$ cat src/hw/rtl/pnf_pkg.sv
// Shared widths, reset values, register codes and types for the noise floor averager.
package pnf_pkg;

  localparam int BinsDef = 512;
  localparam int BinW    = 9;
  localparam int PwrW    = 32;
  localparam int SumW    = 48;
  localparam int CntW    = 16;
  localparam int EstW    = 32;
  localparam int AddrW   = 3;
  localparam int DataW   = 32;

  localparam logic [EstW-1:0] NoiseReset = 32'd27488;
  localparam logic [CntW-1:0] SlotsReset = 16'd16;

  // register index, taken from paddr[2]
  typedef enum logic {
    REG_SLOTS  = 1'b0,
    REG_RSTOCC = 1'b1
  } reg_idx_e;

  typedef enum logic [4:0] {
    ST_CLEAR = 5'b00001,
    ST_IDLE  = 5'b00010,
    ST_CALC  = 5'b00100,
    ST_DIV   = 5'b01000,
    ST_OUT   = 5'b10000
  } state_e;

  // one bin's state as held in the bin memory
  typedef struct packed {
    logic [EstW-1:0] noise;
    logic [CntW-1:0] cnt;
    logic [SumW-1:0] sum;
  } entry_t;

  localparam int EntryW = EstW + CntW + SumW;

  // handshake between sequencer and divider
  typedef struct packed {
    logic start;
  } div_ctrl_t;

  typedef struct packed {
    logic busy;
    logic done;
  } div_stat_t;

endpackage

$ cat src/hw/rtl/pnf_div.sv
// Restoring radix-2 divider, one quotient bit per cycle.
module pnf_div
  import pnf_pkg::*;
#(
  parameter int DivW = SumW,
  parameter int VsrW = CntW
) (
  input  logic            clk_i,
  input  logic            rst_ni,
  input  div_ctrl_t       ctrl_i,
  input  logic [DivW-1:0] dividend_i,
  input  logic [VsrW-1:0] divisor_i,
  output div_stat_t       stat_o,
  output logic [DivW-1:0] quotient_o
);

  localparam int StepW = $clog2(DivW + 1);

  logic             busy_q, busy_d;
  logic             done_q, done_d;
  logic [StepW-1:0] step_q, step_d;
  logic [VsrW-1:0]  rem_q, rem_d;
  logic [VsrW-1:0]  dvs_q, dvs_d;
  logic [DivW-1:0]  quo_q, quo_d;
  logic [VsrW:0]    trial;
  logic             fits;

  // dividend shifts out at the top while quotient bits shift in at the bottom
  assign trial = {rem_q, quo_q[DivW-1]};
  assign fits  = trial >= {1'b0, dvs_q};

  always_comb begin
    busy_d = busy_q;
    done_d = 1'b0;
    step_d = step_q;
    rem_d  = rem_q;
    dvs_d  = dvs_q;
    quo_d  = quo_q;
    if (ctrl_i.start) begin
      busy_d = 1'b1;
      step_d = StepW'(DivW);
      rem_d  = '0;
      dvs_d  = divisor_i;
      quo_d  = dividend_i;
    end else if (busy_q) begin
      rem_d  = fits ? VsrW'(trial - {1'b0, dvs_q}) : VsrW'(trial);
      quo_d  = {quo_q[DivW-2:0], fits};
      step_d = step_q - 1'b1;
      if (step_q == StepW'(1)) begin
        busy_d = 1'b0;
        done_d = 1'b1;
      end
    end
  end

  always_ff @(posedge clk_i or negedge rst_ni) begin
    if (!rst_ni) begin
      busy_q <= 1'b0;
      done_q <= 1'b0;
      step_q <= '0;
    end else begin
      busy_q <= busy_d;
      done_q <= done_d;
      step_q <= step_d;
    end
  end

  always_ff @(posedge clk_i) begin
    rem_q <= rem_d;
    dvs_q <= dvs_d;
    quo_q <= quo_d;
  end

  assign stat_o.busy = busy_q;
  assign stat_o.done = done_q;
  assign quotient_o  = quo_q;

endmodule

$ cat config.mk
export PLATFORM = sky130hd
export DESIGN_NAME = pnf_div
export DESIGN_NICKNAME = d
export VERILOG_FILES = /design/src/hw/rtl/pnf_pkg.sv /design/src/hw/rtl/pnf_div.sv
export SDC_FILE = /design/constraint.sdc
export NUM_CORES = 1
export LEC_CHECK = 0
export BUFFER_PORTS_ARGS = -buffer_cell sky130_fd_sc_hd__buf_2
export CAP_MARGIN = 20
export CELL_PAD_IN_SITES_DETAIL_PLACEMENT = 2
export CELL_PAD_IN_SITES_GLOBAL_PLACEMENT = 2
export CORE_MARGIN = 3
export CORE_UTILIZATION = 32
export CTS_BUF_LIST = sky130_fd_sc_hd__clkbuf_2
export DETAILED_ROUTE_END_ITERATION = 8
export PLACE_DENSITY_LB_ADDON = 0.15
export SYNTH_ARGS = -nofsm -noshare
export SYNTH_HDL_FRONTEND = slang
export SYNTH_SLANG_ARGS = --single-unit
$ cat constraint.sdc
create_clock -name clk_i -period 2.3 [get_ports clk_i]
set_input_delay 0.23 -clock clk_i [delete_from_list [all_inputs] [get_ports clk_i]]
set_output_delay 0.23 -clock clk_i [all_outputs]
set_load 0.02 [all_outputs]
==> flow_metrics.env <==
export IMPL_ys_ff_latch=88
export IMPL_setup_violations=10
export IMPL_drv_cap=0
export IMPL_antenna_cells=0
export IMPL_initial_core_util=0.3319
export IMPL_grtUsageTotal=0.1895
export IMPL_grt_max_degree=48
export IMPL_cpLargestDelayFamily="compound AO/OA/AOI/OAI gates"
export IMPL_port_buffers=116
export IMPL_viasPerCell=4.922
export IMPL_synth_ff_type="edfxtp_1"
export IMPL_place_ws_ps=-165.9
export IMPL_power_density_mw_per_mm2=896.8
export IMPL_critPathCaptureType="register"
export IMPL_cts_root_buf="clkbuf_2"
export IMPL_drive_gt1_frac=0.4544
export IMPL_grt_pass1_wl_um=22070
export IMPL_async_reset_ff_frac=0.09091
export IMPL_netlist_area_mm2=0.004466
export IMPL_clk_path_buf_depth=2
export IMPL_finalHoldViolations=0
export IMPL_placed_area_mm2=0.005470
export IMPL_postRouteAntennaNets=0
export IMPL_synth_area_top_cells="edfxtp_1, mux2_2, dfxtp_1, ha_1, dfrtp_1"
export IMPL_yosys_warnings=0
export IMPL_fin_nets=662
export IMPL_timing_final_ws_setup_ps=-83.69
export IMPL_cts_sinks=88
export IMPL_area_growth_pct=45.59
export IMPL_dieArea_mm2=0.01541
export IMPL_vdd_ir_drop_max_mv=0.4110
export IMPL_hp_class="in -> reg"
export IMPL_synth_edf_count=64
export IMPL_synth_top_cell_area_share=0.4304
export IMPL_cts_tree="yes"
export IMPL_critPathKind="reg -> reg"
export IMPL_period_minus_slack_ps=2384
export IMPL_drt_total_wl_um=14580
export IMPL_arrival_ps=2810
export IMPL_die_y_um=124.1
export IMPL_maxSlewHeadroom=0.6411
export IMPL_vias=3726
export IMPL_design_area_mm2=0.006501
export IMPL_syn_inst=360
export IMPL_finalCritPeriodShare=1.036
export IMPL_cp_required_ps=2720
export IMPL_fin_util=0.4833
export IMPL_dr_pass1_iters=4
export IMPL_skew_ps=40.97
export IMPL_synth_avg_cell_area_um2=12.40
export IMPL_ys_seq_area_frac=0.5469
export IMPL_timing_fmax_mhz=419.5
export IMPL_setup_tns_ps=-289.0
export IMPL_grt_remaining_overflow=0
export IMPL_htreeDepth=3
export IMPL_drc_errors=0
export IMPL_p_leak_nw=2.767
export IMPL_synth_nets=446
export IMPL_core_mm2=0.01345
export IMPL_rsz0062_at_grt="yes"
export IMPL_routedWlPerCell_um=19.26
export IMPL_worstPathCellList="inv_1 > ha_4 > nor2_2 > a211oi_2 > o31ai_4 > a31oi_4 > or2_4 > buf_4 > buf_6 > mux2_4"
export IMPL_crit_path_max_incr_delay_ps=430
export IMPL_path_max_fanout=7
export IMPL_grt_antenna_before_repair=0
export IMPL_gp_congestion=0.7653
export IMPL_grt_pass1_vias=4141
export IMPL_critPathBufInv=3
export IMPL_clk_latency_ps=620
export IMPL_slowest_stage="edfxtp_1"
export IMPL_synthDistinctLibCells=54
export IMPL_failed_checks="negative setup slack"
export IMPL_tightest_slew_ps=538.4
export IMPL_cts_clk_slew_worst_paths_ps=260
export IMPL_top_level_ports=117
export IMPL_outcome="finished, violations left"
export IMPL_maxSlewViolCount=0
export IMPL_numCtsBuffers=9
export IMPL_fp_row_count=42
export IMPL_dp_hpwl_um=9422
export IMPL_drtIter0Drc=137
export IMPL_die_width_um=124.1
export IMPL_cp_start_kind="register"
export IMPL_synth_area_leader_cell="edfxtp_1"
==> synthesized netlist by cell type, types with 4 or more instances <==
cell type,n
nand3_1,4
nor2_1,35
nand2b_1,7
edfxtp_1,64
a21oi_1,13
dfrtp_1,8
xor2_1,9
a211oi_1,11
mux2i_1,8
dfxtp_1,16
nand2_1,14
xnor2_1,7
o21ai_0,9
clkbuf_1,11
ha_1,18
inv_1,23
a21o_1,4
mux2_2,48
a31oi_1,4
==> stage by stage <==
stage / hold WS, ps / cells / total power, mW
after floorplan: -65.59 / 360 / 3.741
after global placement: 79.59 / 669 / 4.488
after detailed placement: 86.45 / 669 / 4.594
after CTS: 231.7 / 751 / 5.552
after global routing: 235.5 / 757 / 6.224
final: 299.0 / 757 / 5.831
==> where the power goes <==
group / internal (mW) / switching [mW]
clock: 0.144 / 0.591
combinational: 1.41 / 1.47
sequential: 1.99 / 0.223
total: 3.55 / 2.29
==> area by class of cell <==
type | instances | area, um2
repair buffers | 222 | 1567
multi-input cells | 232 | 2092
well taps | 176 | 220.2
fillers | 1371 | 6952
flip-flops and latches | 88 | 2444
inverters | 23 | 86.33
clock inverters | 7 | 47.55
clock buffers | 9 | 45.04
==> worst register-to-register path, stage by stage (launching register included) <==
cell	delay, ps
edfxtp_1	430
inv_1	110
ha_4	220
nor2_2	140
a211oi_2	80
o31ai_4	280
a31oi_4	140
or2_4	290
buf_4	140
buf_6	130
mux2_4	260
==> registers in the layout, indices dropped and copies added (netlist names) <==
name        count
busy_q          1
quotient_o     48
rem_q          16
dvs_q          16
step_q          6
done_q          1
==> final timing paths <==
path	startpoint	end	slack [ps]	depth (start not counted)
max in group asynchronous	rst_ni	step_q[2]	1480	3
hold reg to reg	rem_q[8]	rem_q[8]	530	2
min in group asynchronous	rst_ni	step_q[3]	540	3
setup reg to reg	dvs_q[2]	quotient_o[0]	-80	10
setup / recovery	dvs_q[2]	quotient_o[0]	-80	10
hold / removal	divisor_i[6]	dvs_q[6]	300	2
==> cells by family after synthesis <==
group                    share of synthesized area
multiplexers                                0.1390
adder cells (fa/ha/maj)                    0.05492
XOR/XNOR                                   0.03138
AND/OR/NAND/NOR                            0.08826
AO/OA/AOI/OAI                              0.09975
buffers and inverters                      0.03978
flip-flops                                  0.5469
==> routing by layer <==
metal,track usage,up-vias,wire length [um]
li1,-,1757,-
met1,0.2169,1886,5687
met2,0.3500,66,8168
met3,0.04223,17,480
met4,0.05818,0,245
met5,0,-,0
==> cell usage in the layout (no fill, tap or decap), drive strengths merged, types with 5 or more instances in the layout <==
cell type | Yosys | layout
buf | 6 | 155
dlygate4sd3 | 0 | 67
edfxtp | 64 | 64
mux2 | 48 | 48
nor2 | 35 | 35
inv | 23 | 24
ha | 18 | 18
dfxtp | 16 | 16
nand2 | 14 | 14
a21oi | 13 | 13
a211oi | 13 | 13
xor2 | 9 | 9
clkbuf | 11 | 9
o21ai | 9 | 9
dfrtp | 8 | 8
mux2i | 8 | 8
xnor2 | 7 | 7
nand2b | 7 | 7
clkinv | 0 | 6
a31oi | 5 | 5
==> timing repair <==
item | in CTS | in global routing
setup buffers | 0 | 7
setup endpoints to repair | 17 | 17
gates resized for setup | 22 | 23
hold buffers | 67 | 0
hold endpoints to repair | 76 | 0
pin swaps | 7 | 14
Note: power is estimated with default switching activity, not from simulation.
