--- config.mk ---
export PLATFORM = sky130hd
export DESIGN_NAME = pnf_ram
export DESIGN_NICKNAME = d
export VERILOG_FILES = /design/src/hw/rtl/pnf_ram.sv
export SDC_FILE = /design/constraint.sdc
export NUM_CORES = 1
export LEC_CHECK = 0
export BUFFER_PORTS_ARGS = -buffer_cell sky130_fd_sc_hd__buf_2
export CAP_MARGIN = 20
export CORE_ASPECT_RATIO = 0.75
export CORE_MARGIN = 2
export CORE_UTILIZATION = 45
export CTS_CLUSTER_SIZE = 28
export DETAILED_ROUTE_END_ITERATION = 7
export GPL_TIMING_DRIVEN = 0
export PLACE_DENSITY = 0.62
export SYNTH_ARGS = -nofsm -noshare
export SYNTH_HDL_FRONTEND = slang
export SYNTH_SLANG_ARGS = --single-unit
--- constraint.sdc ---
create_clock -name clk_i -period 3.1 [get_ports clk_i]
set_input_delay 0.31 -clock clk_i [delete_from_list [all_inputs] [get_ports clk_i]]
set_output_delay 0.31 -clock clk_i [all_outputs]
set_load 0.005 [all_outputs]
--- src/hw/rtl/pnf_ram.sv ---
// Generic single-port-write, single-port-read RAM with registered read data.
module pnf_ram #(
  parameter int Width = 8,
  parameter int Depth = 16,
  localparam int AW   = (Depth > 1) ? $clog2(Depth) : 1
) (
  input  logic             clk_i,
  input  logic             we_i,
  input  logic [AW-1:0]    waddr_i,
  input  logic [Width-1:0] wdata_i,
  input  logic             re_i,
  input  logic [AW-1:0]    raddr_i,
  output logic [Width-1:0] rdata_o
);

  logic [Width-1:0] mem_q [Depth];
  logic [Width-1:0] rdata_q;

  always_ff @(posedge clk_i) begin
    if (we_i) begin
      mem_q[waddr_i] <= wdata_i;
    end
    if (re_i) begin
      rdata_q <= mem_q[raddr_i];
    end
  end

  assign rdata_o = rdata_q;

endmodule

==> flow_summary.json, run 1 <==
{
  "r2r_cells": 3,
  "post_cts_buffers": 0,
  "cp_data_required_time_ns": 3.14,
  "synth_nets": 248,
  "grt_pass1_wl_mm": 15.5,
  "globalRouteOverflowTotal": 0,
  "status": "completed",
  "grt_pass1_vias": 2422,
  "hold_path.startpoint": "re_i",
  "syn_to_final_growth_pct": 17.5,
  "tightest_slew_ns": 0.870,
  "slew_viol_final": 0,
  "startpoint_type": "input port",
  "final.period_utilization_pct": 51.7,
  "postCtsHoldBufs": 0,
  "max_cap_viol_count": 0,
  "crit_arrival_ns": 1.64,
  "ys_types": 18,
  "fin_nets": 296,
  "fp-row-count": 34,
  "cts_buffers": 17,
  "crit_path_top_delay_cell": "nor2_1",
  "gp_congestion": 0.706,
  "fmax_ghz": 0.623,
  "tritoncts": "done",
  "port_buffers": 25,
  "synth_seq_cells": 136,
  "cp_max_fo": 8,
  "dpl.hpwl_mm": 6.60,
  "reg2reg_slack_ns": 1.57,
  "antenna_found_initial": 0,
  "die-width_um": 128,
  "multi_input_area_um2": 1060,
  "firstDrtPassIters": 7,
  "drt-wirelength-per-cell_um": 23.8,
  "clock_sinks": 136,
  "fp.coreArea_um2": 11400,
  "min_path_cells": 1,
  "r2r-end": "rdata_o[6]",
  "p_leak_nw": 2.06,
  "worst-setup-path-type": "in -> reg",
  "synthesis.area_um2": 5230,
  "antennaDiodeCount": 0,
  "pwr_density_cell_nw_per_um2": 694,
  "viasPerCell": 5.53,
  "drc": 0,
  "hold_viol": 0,
  "r2r_start": "mem_q[7][6]",
  "slew_headroom_pct": 41.8,
  "power_mw": 4.26,
  "ant_nets": 0,
  "switching_power_mw": 0.859,
  "synth_seq_area_share_pct": 78.1,
  "swShare_pct": 20.2,
  "syn_avg_cell_area_um2": 22.8,
  "fin_crit_ns": 1.60,
  "postSynthCellCount": 229,
  "crit_chain": "buf_2, or3b_2, nor2_1",
  "clk-insertion-delay-late_ns": 0.41,
  "slowest_delay_ns": 0.68,
  "cts.clk_slew.worst_paths_ns": 0.06,
  "fin_skew_ns": 0.0102,
  "final_layout_size_suffix_gt1_share_pct": 30.0,
  "hold-worst-slack_ns": 0.243,
  "peakVddDrop_uv": 661,
  "initial_core_util_pct": 45.7,
  "rsz0062_at_grt": "no",
  "drt_iter0_drc": 185,
  "n_fill_cell": 865,
  "htreeDepth": 4,
  "worst_hold_path.endpoint": "rdata_o[3]",
  "cts.repair.resized": 0,
  "grt_max_degree": 17,
  "die_y_um": 97.3,
  "final_core_util_pct": 53.7,
  "regArea_um2": 4080,
  "crit_family": "simple AND/OR/NAND/NOR gates",
  "io_pins": 27,
  "vias": 2402,
  "setup_viol": 0,
  "critPathCaptureType": "flop",
  "combPwrFrac_pct": 4.7,
  "root_buffer": "clkbuf_16",
  "hold_class": "in -> reg",
  "tns_ns": 0,
  "seqPwrFrac_pct": 48.8,
  "track_usage_pct": 18.3,
  "die_area_um2": 12500,
  "cp.buffers_inverters": 1,
  "fin_cells": 434,
  "wirelength_mm": 10.3,
  "clkPwrFrac_pct": 46.5,
  "dpl.cell_count": 402,
  "p_int_mw": 3.40,
  "clockBufferDepth": 2,
  "ys_warn_count": 0
}
[per-layer routing]
| layer | wire [µm] | vias to the layer above | GRT usage, % |
|---|---|---|---|
| met3 | 857 | 2 | 4.96 |
| met1 | 4760 | 1239 | 28.9 |
| met2 | 4690 | 85 | 24.6 |
| met4 | 33 | 0 | 5.83 |
| li1 | - | 1076 | - |
| met5 | 0 | - | 0 |
[registers in the layout (all words and copies together) (netlist names)]
register and count:
mem_q 128, rdata_o 8
[layout by cell type (no fill, tap or decap)]
master and count:
edfxtp_1 136, buf_2 30, mux4_2 18, clkbuf_16 17
a22oi_1 16, mux4_1 14, nor2_1 13, nand2_1 9
clkinv_2 5, nor3_1 4, buf_6 3, clkdlybuf4s25_2 3
buf_4 3, clkinv_1 3, bufinv_16 3, nand3b_1 2
nand2b_1 2, clkinvlp_4 2, nor2b_1 1, and2_1 1
and2b_1 1, nand3_1 1, or3b_2 1, clkinv_4 1
inv_6 1
[layout make-up]
class,count,share of cell area [%]
flip-flops and latches,136,66.5
multi-input cells,83,17.2
clock buffers,17,6.93
well taps,144,2.93
clock inverters,15,2.59
repair buffers,29,2.44
plain buffers,10,1.41
[power by group through the flow]
stage / Clock [mW] / Sequential (mW) / Combinational (mW)
3_5_place_dp: 0 / 2.12 / 0.200
4_1_cts: 2.00 / 2.08 / 0.201
6_report: 1.98 / 2.08 / 0.198
2_1_floorplan: 0 / 2.12 / 0.105
5_1_grt: 2.09 / 2.08 / 0.216
3_3_place_gp: 0 / 2.12 / 0.196
[synth_stat cells]
master           instances  share of area (%)
edfxtp_1               136                 78
mux4_2                  18                7.8
a22oi_1                 16                2.3
mux4_1                  14                7.0
nor2_1                  13               0.93
nand2_1                  9               0.65
nor3_1                   4               0.38
buf_2                    3               0.29
buf_6                    3               0.65
clkdlybuf4s25_2          3               0.57
nand2b_1                 2               0.24
nand3b_1                 2               0.29
and2_1                   1               0.12
and2b_1                  1               0.14
buf_4                    1               0.14
nand3_1                  1              0.096
nor2b_1                  1               0.12
or3b_2                   1               0.17
[metrics by stage]
| step | area (µm²) | setup slack [ns] |
|---|---|---|
| after floorplan | 5230 | 1.30 |
| after global placement | 5530 | 0.667 |
| after detailed placement | 5560 | 1.08 |
| after CTS | 6140 | 1.50 |
| after global routing | 6140 | 1.41 |
| final | 6140 | 1.50 |
[kinds of logic after synthesis]
| logic type | count (synthesis) | share of synthesized area (%) |
|---|---|---|
| AOI/OAI and AO/OA | 16 | 2.30 |
| buffers and inverters | 10 | 1.65 |
| DFF | 136 | 78.1 |
| muxes | 32 | 14.8 |
| and+or+nand+nor | 35 | 3.14 |
[worst max path at each step]
stage,start,to,slack (ns),cells after the start
3_3_place_gp,waddr_i[2],mem_q[0][7],0.67,3
5_1_grt,waddr_i[2],mem_q[3][1],1.41,3
4_1_cts,waddr_i[2],mem_q[3][5],1.50,3
3_5_place_dp,waddr_i[2],mem_q[3][1],1.08,3
6_report,waddr_i[2],mem_q[3][5],1.50,3
2_1_floorplan,waddr_i[2],mem_q[0][0],1.30,2
[worst register-to-register path, cell delays in order (launching register included)]
cell and delay, ns:
edfxtp_1 0.36, mux4_2 0.53, a22oi_1 0.23, nand2_1 0.14
(Power assumes the default switching activity.)
==> inputs of run 2 (changes only) <==
--- a/config.mk
+++ b/config.mk
@@ -5,6 +5,7 @@
 export SDC_FILE = /design/constraint.sdc
 export NUM_CORES = 1
 export LEC_CHECK = 0
+export ABC_AREA = 1
 export BUFFER_PORTS_ARGS = -buffer_cell sky130_fd_sc_hd__buf_2
 export CAP_MARGIN = 20
 export CORE_ASPECT_RATIO = 0.75
@@ -13,7 +14,7 @@
 export CTS_CLUSTER_SIZE = 28
 export DETAILED_ROUTE_END_ITERATION = 7
 export GPL_TIMING_DRIVEN = 0
-export PLACE_DENSITY = 0.62
+export PLACE_DENSITY = 0.61
 export SYNTH_ARGS = -nofsm -noshare
 export SYNTH_HDL_FRONTEND = slang
 export SYNTH_SLANG_ARGS = --single-unit
==> constraint.sdc (replaced) <==
create_clock -name clk_i -period 1.5 [get_ports clk_i]
set_input_delay 0.15 -clock clk_i [delete_from_list [all_inputs] [get_ports clk_i]]
set_output_delay 0.15 -clock clk_i [all_outputs]
set_load 0.005 [all_outputs]
==> run 2 against run 1 <==
Net effect:
- sequential share of layout area is 6.3 points lower
- worst setup slack worse by 1.2 ns
- non-clock buffer count grew 8
- hold slack got worse by 0.15 ns
- cell count up 79%
==> flow_summary.json, run 2 <==
{
  "status": "completed",
  "synth_fa_ha_area_share_pct": 0,
  "clock_sinks": 136,
  "die_area_um2": 13900,
  "tns_ns": 0,
  "postCtsHoldBufs": 0,
  "globalRouteOverflowTotal": 0,
  "layout_common_cells": "nand2_1, edfxtp_1, inv_1, nand3_1, buf_2",
  "grt_max_degree": 17,
  "fin_crit_ns": 1.23,
  "yosysMostFrequentCell": "nand2_1",
  "antennaDiodeCount": 0,
  "multi_input_area_um2": 1210,
  "ant_nets": 0,
  "fp-row-count": 36,
  "worst-setup-path-type": "in -> reg",
  "wirelength_mm": 14.7,
  "track_usage_pct": 22.6,
  "peakVddDrop_uv": 890,
  "pwr_density_cell_nw_per_um2": 1360,
  "p_leak_nw": 2.91,
  "final_layout_size_suffix_gt1_share_pct": 12.5,
  "setup_ws_ns": 0.271,
  "die_y_um": 103,
  "root_buffer": "clkbuf_16",
  "synth_seq_cells": 136,
  "max_cap_viol_count": 0,
  "gp_congestion": 0.878,
  "r2r_start": "mem_q[11][2]",
  "n_fill_cell": 1138,
  "drt_iter0_drc": 435,
  "synth_xor_area_share_pct": 0,
  "synth.area.mux_share_pct": 0,
  "syn_to_final_growth_pct": 16.0,
  "synth_top_family_by_area": "simple AND/OR/NAND/NOR gates",
  "max_flop_register": "mem_q",
  "dpl.cell_count": 745,
  "final_common_cell": "nand2_1",
  "ys_top_cells_by_count": "nand2_1, edfxtp_1, inv_1, nand3_1, nor2_1",
  "fin_cells": 777,
  "critPathCaptureType": "flop",
  "setup_viol": 0,
  "ys_types": 11,
  "htreeDepth": 4,
  "cts.clk_slew.worst_paths_ns": 0.06,
  "regArea_um2": 4080,
  "cp_max_fo": 8,
  "clockBufferDepth": 2,
  "pre_cts_ws_ns": -0.161,
  "postSynthCellCount": 551,
  "synth_nets": 570,
  "die-width_um": 136,
  "rsz0062_at_grt": "no",
  "cp_data_required_time_ns": 1.54,
  "syn_avg_cell_area_um2": 10.6,
  "initial_core_util_pct": 45.5,
  "tritoncts": "done",
  "antenna_found_initial": 0,
  "clk-insertion-delay-late_ns": 0.42,
  "fp.coreArea_um2": 12800,
  "drt-wirelength-per-cell_um": 18.9,
  "dpl.hpwl_mm": 9.55,
  "yosys.area_share.simple_pct": 20.8,
  "synth-edff-count": 136,
  "crit_path_top_delay_cell": "nor2_1",
  "io_pins": 27,
  "fin_skew_ns": 0.00549,
  "largest_register_ffs": 128,
  "synthArstFlopShare_pct": 0,
  "fmax_ghz": 0.814,
  "slew_headroom_pct": 36.9,
  "hold_viol": 0,
  "ys_warn_count": 0,
  "synth_seq_area_share_pct": 69.8,
  "firstDrtPassIters": 5,
  "startpoint_type": "input port",
  "finalInstanceArea_um2": 6790,
  "synth_top_flop_cell": "edfxtp_1",
  "port_buffers": 23,
  "viasPerCell": 5.12,
  "post_cts_buffers": 0,
  "slowest_delay_ns": 0.76,
  "yosysTopAreaCell": "edfxtp_1",
  "synthDominantCellAreaShare_pct": 69.8,
  "crit_start": "waddr_i[3]",
  "synthesis.area_um2": 5850,
  "drc": 0,
  "cts_buffers": 17,
  "hold_class": "in -> reg",
  "slew_viol_final": 0,
  "hold_path.startpoint": "re_i",
  "crit_chain": "buf_2, nand3b_1, nor2_1",
  "cts.repair.resized": 0,
  "synth_area_leaders": "edfxtp_1, nand2_1, nand3_1, inv_1, buf_6",
  "synth-compound-area-share_pct": 0,
  "final.period_utilization_pct": 81.9,
  "tightest_slew_ns": 0.944,
  "vias": 3976,
  "fin_nets": 612,
  "crit_arrival_ns": 1.27,
  "grt_pass1_vias": 3718,
  "dpl_cell_area_um2": 6180,
  "grt_pass1_wl_mm": 22.0
}
## run 2: final cells by class
type	count	area share (%)
Sequential cell	136	60.2
Multi-Input combinational cell	289	17.9
Clock buffer	17	6.27
Inverter	102	5.64
Tap cell	171	3.15
Clock inverter	15	2.71
Buffer	24	2.45
Timing Repair Buffer	23	1.70
## run 2: kinds of logic after synthesis
group / count (synthesis)
buf+inv: 126
flops: 136
simple gates: 289
## run 2: power by group
group	switching, mW	internal [mW]	total (mW)	leakage (nW)
sequential	0.0197	4.28	4.30	1.24
combinational	0.403	0.159	0.563	1.39
clock	1.59	2.75	4.34	0.285
total	2.01	7.19	9.20	2.91
## run 2: worst max-delay path: cells and delay by family
family        cells  cell delay (ns)
simple gates      2             1.00
buf+inv           1             0.12
## run 2: layer usage
metal  share of wire (%)  global-route usage [%]  vias up
met1                  47                    33.7     1940
met3                 8.6                    5.75       17
met2                  43                    32.2      153
met4                 1.3                    8.17        0
met5                   0                       0        -
li1                    -                       -     1866
## run 2: worst paths after layout
| check | endpoint | slack (ns) | cells past startpoint |
|---|---|---|---|
| worst max-delay path | mem_q[4][4] | 0.27 | 3 |
| worst min-delay path | rdata_o[1] | 0.1 | 1 |
| worst max register to register | rdata_o[2] | 0.32 | 6 |
| worst min register to register | rdata_o[1] | 0.78 | 6 |
## run 2: per-stage QoR
stage	utilization [%]	power, mW	hold slack [ns]
floorplan	-	4.68	0.249
detailed placement	48.1	4.93	0.520
CTS	52.9	9.22	0.0825
global placement	48.1	4.92	0.517
finish	52.9	9.20	0.0971
global route	52.9	9.46	0.0851
==> inputs of run 3 (changes only) <==
--- a/config.mk
+++ b/config.mk
@@ -14,7 +14,7 @@
 export CTS_CLUSTER_SIZE = 28
 export DETAILED_ROUTE_END_ITERATION = 7
 export GPL_TIMING_DRIVEN = 0
-export PLACE_DENSITY = 0.61
+export PLACE_DENSITY = 0.64
 export SYNTH_ARGS = -nofsm -noshare
 export SYNTH_HDL_FRONTEND = slang
 export SYNTH_SLANG_ARGS = --single-unit
==> constraint.sdc (replaced) <==
create_clock -name clk_i -period 1 [get_ports clk_i]
set_input_delay 0.1 -clock clk_i [delete_from_list [all_inputs] [get_ports clk_i]]
set_output_delay 0.1 -clock clk_i [all_outputs]
set_load 0.005 [all_outputs]
==> run 3 against run 2 <==
Net effect:
- the flow now finishes with violations (negative setup slack)
- sequential power is 50% higher
- flip-flop and latch count did not move
- via count increased by 0.55%
- core utilization grew 2.6 points
- first-iteration DRC count decreased by 12%
- cell count unchanged
- clock skew increased by 0.0010 ns
- sequential share of layout area down 2.8 points
- critical endpoint is now mem_q[5][6]
- highest routed layer unchanged
==> flow_summary.json, run 3 (synthesized netlist as in run 2, its figures left out) <==
{
  "grt_max_degree": 17,
  "firstDrtPassIters": 5,
  "wirelength_mm": 14.7,
  "r2r-end": "rdata_o[5]",
  "worst-setup-path-type": "in -> reg",
  "finalInstanceArea_um2": 7120,
  "fp.coreArea_um2": 12800,
  "fp-row-count": 36,
  "layout_common_cells": "nand2_1, edfxtp_1, inv_1, nand3_2, nand3_1",
  "p_int_mw": 10.4,
  "clk-insertion-delay-late_ns": 0.42,
  "clock_sinks": 136,
  "viasPerCell": 5.15,
  "tightest_slew_ns": 0.926,
  "cts_buffers": 17,
  "crit_start": "waddr_i[1]",
  "postCtsHoldBufs": 0,
  "io_pins": 27,
  "max_cap_viol_count": 0,
  "hold_class": "in -> reg",
  "port_buffers": 23,
  "hold_viol": 0,
  "fin_nets": 612,
  "grt_pass1_vias": 3764,
  "antenna_found_initial": 0,
  "htreeDepth": 4,
  "swShare_pct": 23.3,
  "seqPwrFrac_pct": 47.7,
  "status": "finished, violations left",
  "fin_skew_ns": 0.00650,
  "crit_arrival_ns": 1.22,
  "violations": "negative setup slack",
  "peakVddDrop_uv": 1240,
  "reg2reg_slack_ns": -0.14,
  "max_flop_register": "mem_q",
  "rsz0062_at_grt": "yes",
  "final_layout_size_suffix_gt1_share_pct": 26.6,
  "ant_nets": 0,
  "power_mw": 13.5,
  "cts.clk_slew.worst_paths_ns": 0.06,
  "slew_viol_final": 0,
  "antennaDiodeCount": 0,
  "r2r_cells": 6,
  "root_buffer": "clkbuf_16",
  "dpl.hpwl_mm": 9.25,
  "drc": 0,
  "vias": 3998,
  "fmax_ghz": 0.850,
  "syn_to_final_growth_pct": 21.8,
  "pre_cts_ws_ns": -0.623,
  "die-width_um": 136,
  "cp_max_fo": 8,
  "die_y_um": 103,
  "startpoint_type": "input port",
  "fin_crit_ns": 1.18,
  "endpoint": "mem_q[5][6]",
  "grt_pass1_wl_mm": 22.0,
  "final_common_cell": "nand2_1",
  "final.period_utilization_pct": 118,
  "combPwrFrac_pct": 7.2,
  "slew_headroom_pct": 38.0,
  "dpl_cell_area_um2": 6180,
  "track_usage_pct": 22.6,
  "tns_ns": -5.93,
  "critPathCaptureType": "flop",
  "initial_core_util_pct": 45.5,
  "clkPwrFrac_pct": 45.1,
  "pwr_density_cell_nw_per_um2": 1900,
  "r2r_start": "mem_q[10][5]",
  "n_fill_cell": 1115,
  "cp_data_required_time_ns": 1.04,
  "tritoncts": "done",
  "clockBufferDepth": 2,
  "switching_power_mw": 3.15,
  "p_leak_nw": 3.02,
  "largest_register_ffs": 128,
  "post_cts_buffers": 0,
  "drt-wirelength-per-cell_um": 18.9,
  "setup_ws_ns": -0.176,
  "globalRouteOverflowTotal": 0,
  "setup_viol": 49,
  "drt_iter0_drc": 383,
  "gp_congestion": 0.885,
  "die_area_um2": 13900
}
## run 3: cell types whose count changed in the layout (fill, tap and decap cells not counted), sizes merged
cell | previous run | this run
bufinv | 4 | 2
clkbuf | 17 | 18
inv | 102 | 103
## run 3: how the worst min path moves through the flow
stage	startpoint	to	slack (ns)	depth (start not counted)
finish	re_i	rdata_o[1]	0.03	1
global route	re_i	rdata_o[1]	0.03	1
CTS	re_i	rdata_o[1]	0.02	1
detailed placement	re_i	rdata_o[1]	0.47	1
global placement	re_i	rdata_o[1]	0.47	1
floorplan	wdata_i[0]	mem_q[0][0]	0.20	0
## run 3: repair_timing
| action | in CTS | in global routing |
|---|---|---|
| resized for setup | 42 | 40 |
| endpoints found under the hold margin | 0 | 0 |
| cloned | 0 | 0 |
| pin swaps | 10 | 22 |
| endpoints found under the setup margin | 96 | 88 |
## run 3: area by class of cell
| class | instances | area (µm²) | area share (%) |
|---|---|---|---|
| sequential | 136 | 4080 | 57.4 |
| multi-input combinational | 289 | 1580 | 22.1 |
| clock buffer | 18 | 429 | 6.03 |
| inverter | 102 | 383 | 5.38 |
| tap | 171 | 214 | 3.00 |
| buffer | 24 | 166 | 2.34 |
| clock inverter | 14 | 153 | 2.14 |
| timing repair buffer | 23 | 115 | 1.62 |
## run 3: metal layers
metal	share of wire (%)	GRT usage, %	vias up
met5	0	0	-
met4	2.0	10.0	0
met3	9.3	5.16	27
met2	45	33.2	187
met1	44	32.7	1917
li1	-	-	1867
## run 3: stage by stage
step	hold slack (ns)	std cells	utilization (%)
floorplan	0.199	551	-
global placement	0.467	745	48.2
detailed placement	0.467	745	48.2
CTS	0.0219	777	54.0
global route	0.0312	777	55.5
finish	0.0276	777	55.5
## run 3: worst max-delay path: stages
cell and delay, ns:
buf_2 0.12, inv_1 0.06, nand2_1 0.17, nor2_1 0.76
## run 3: power groups by stage
stage	sequential [mW]	combinational, mW	clock, mW
6_report	6.45	0.973	6.11
5_1_grt	6.46	1.05	6.38
4_1_cts	6.45	0.886	6.15
3_5_place_dp	6.57	0.820	0
3_3_place_gp	6.57	0.808	0
2_1_floorplan	6.57	0.452	0
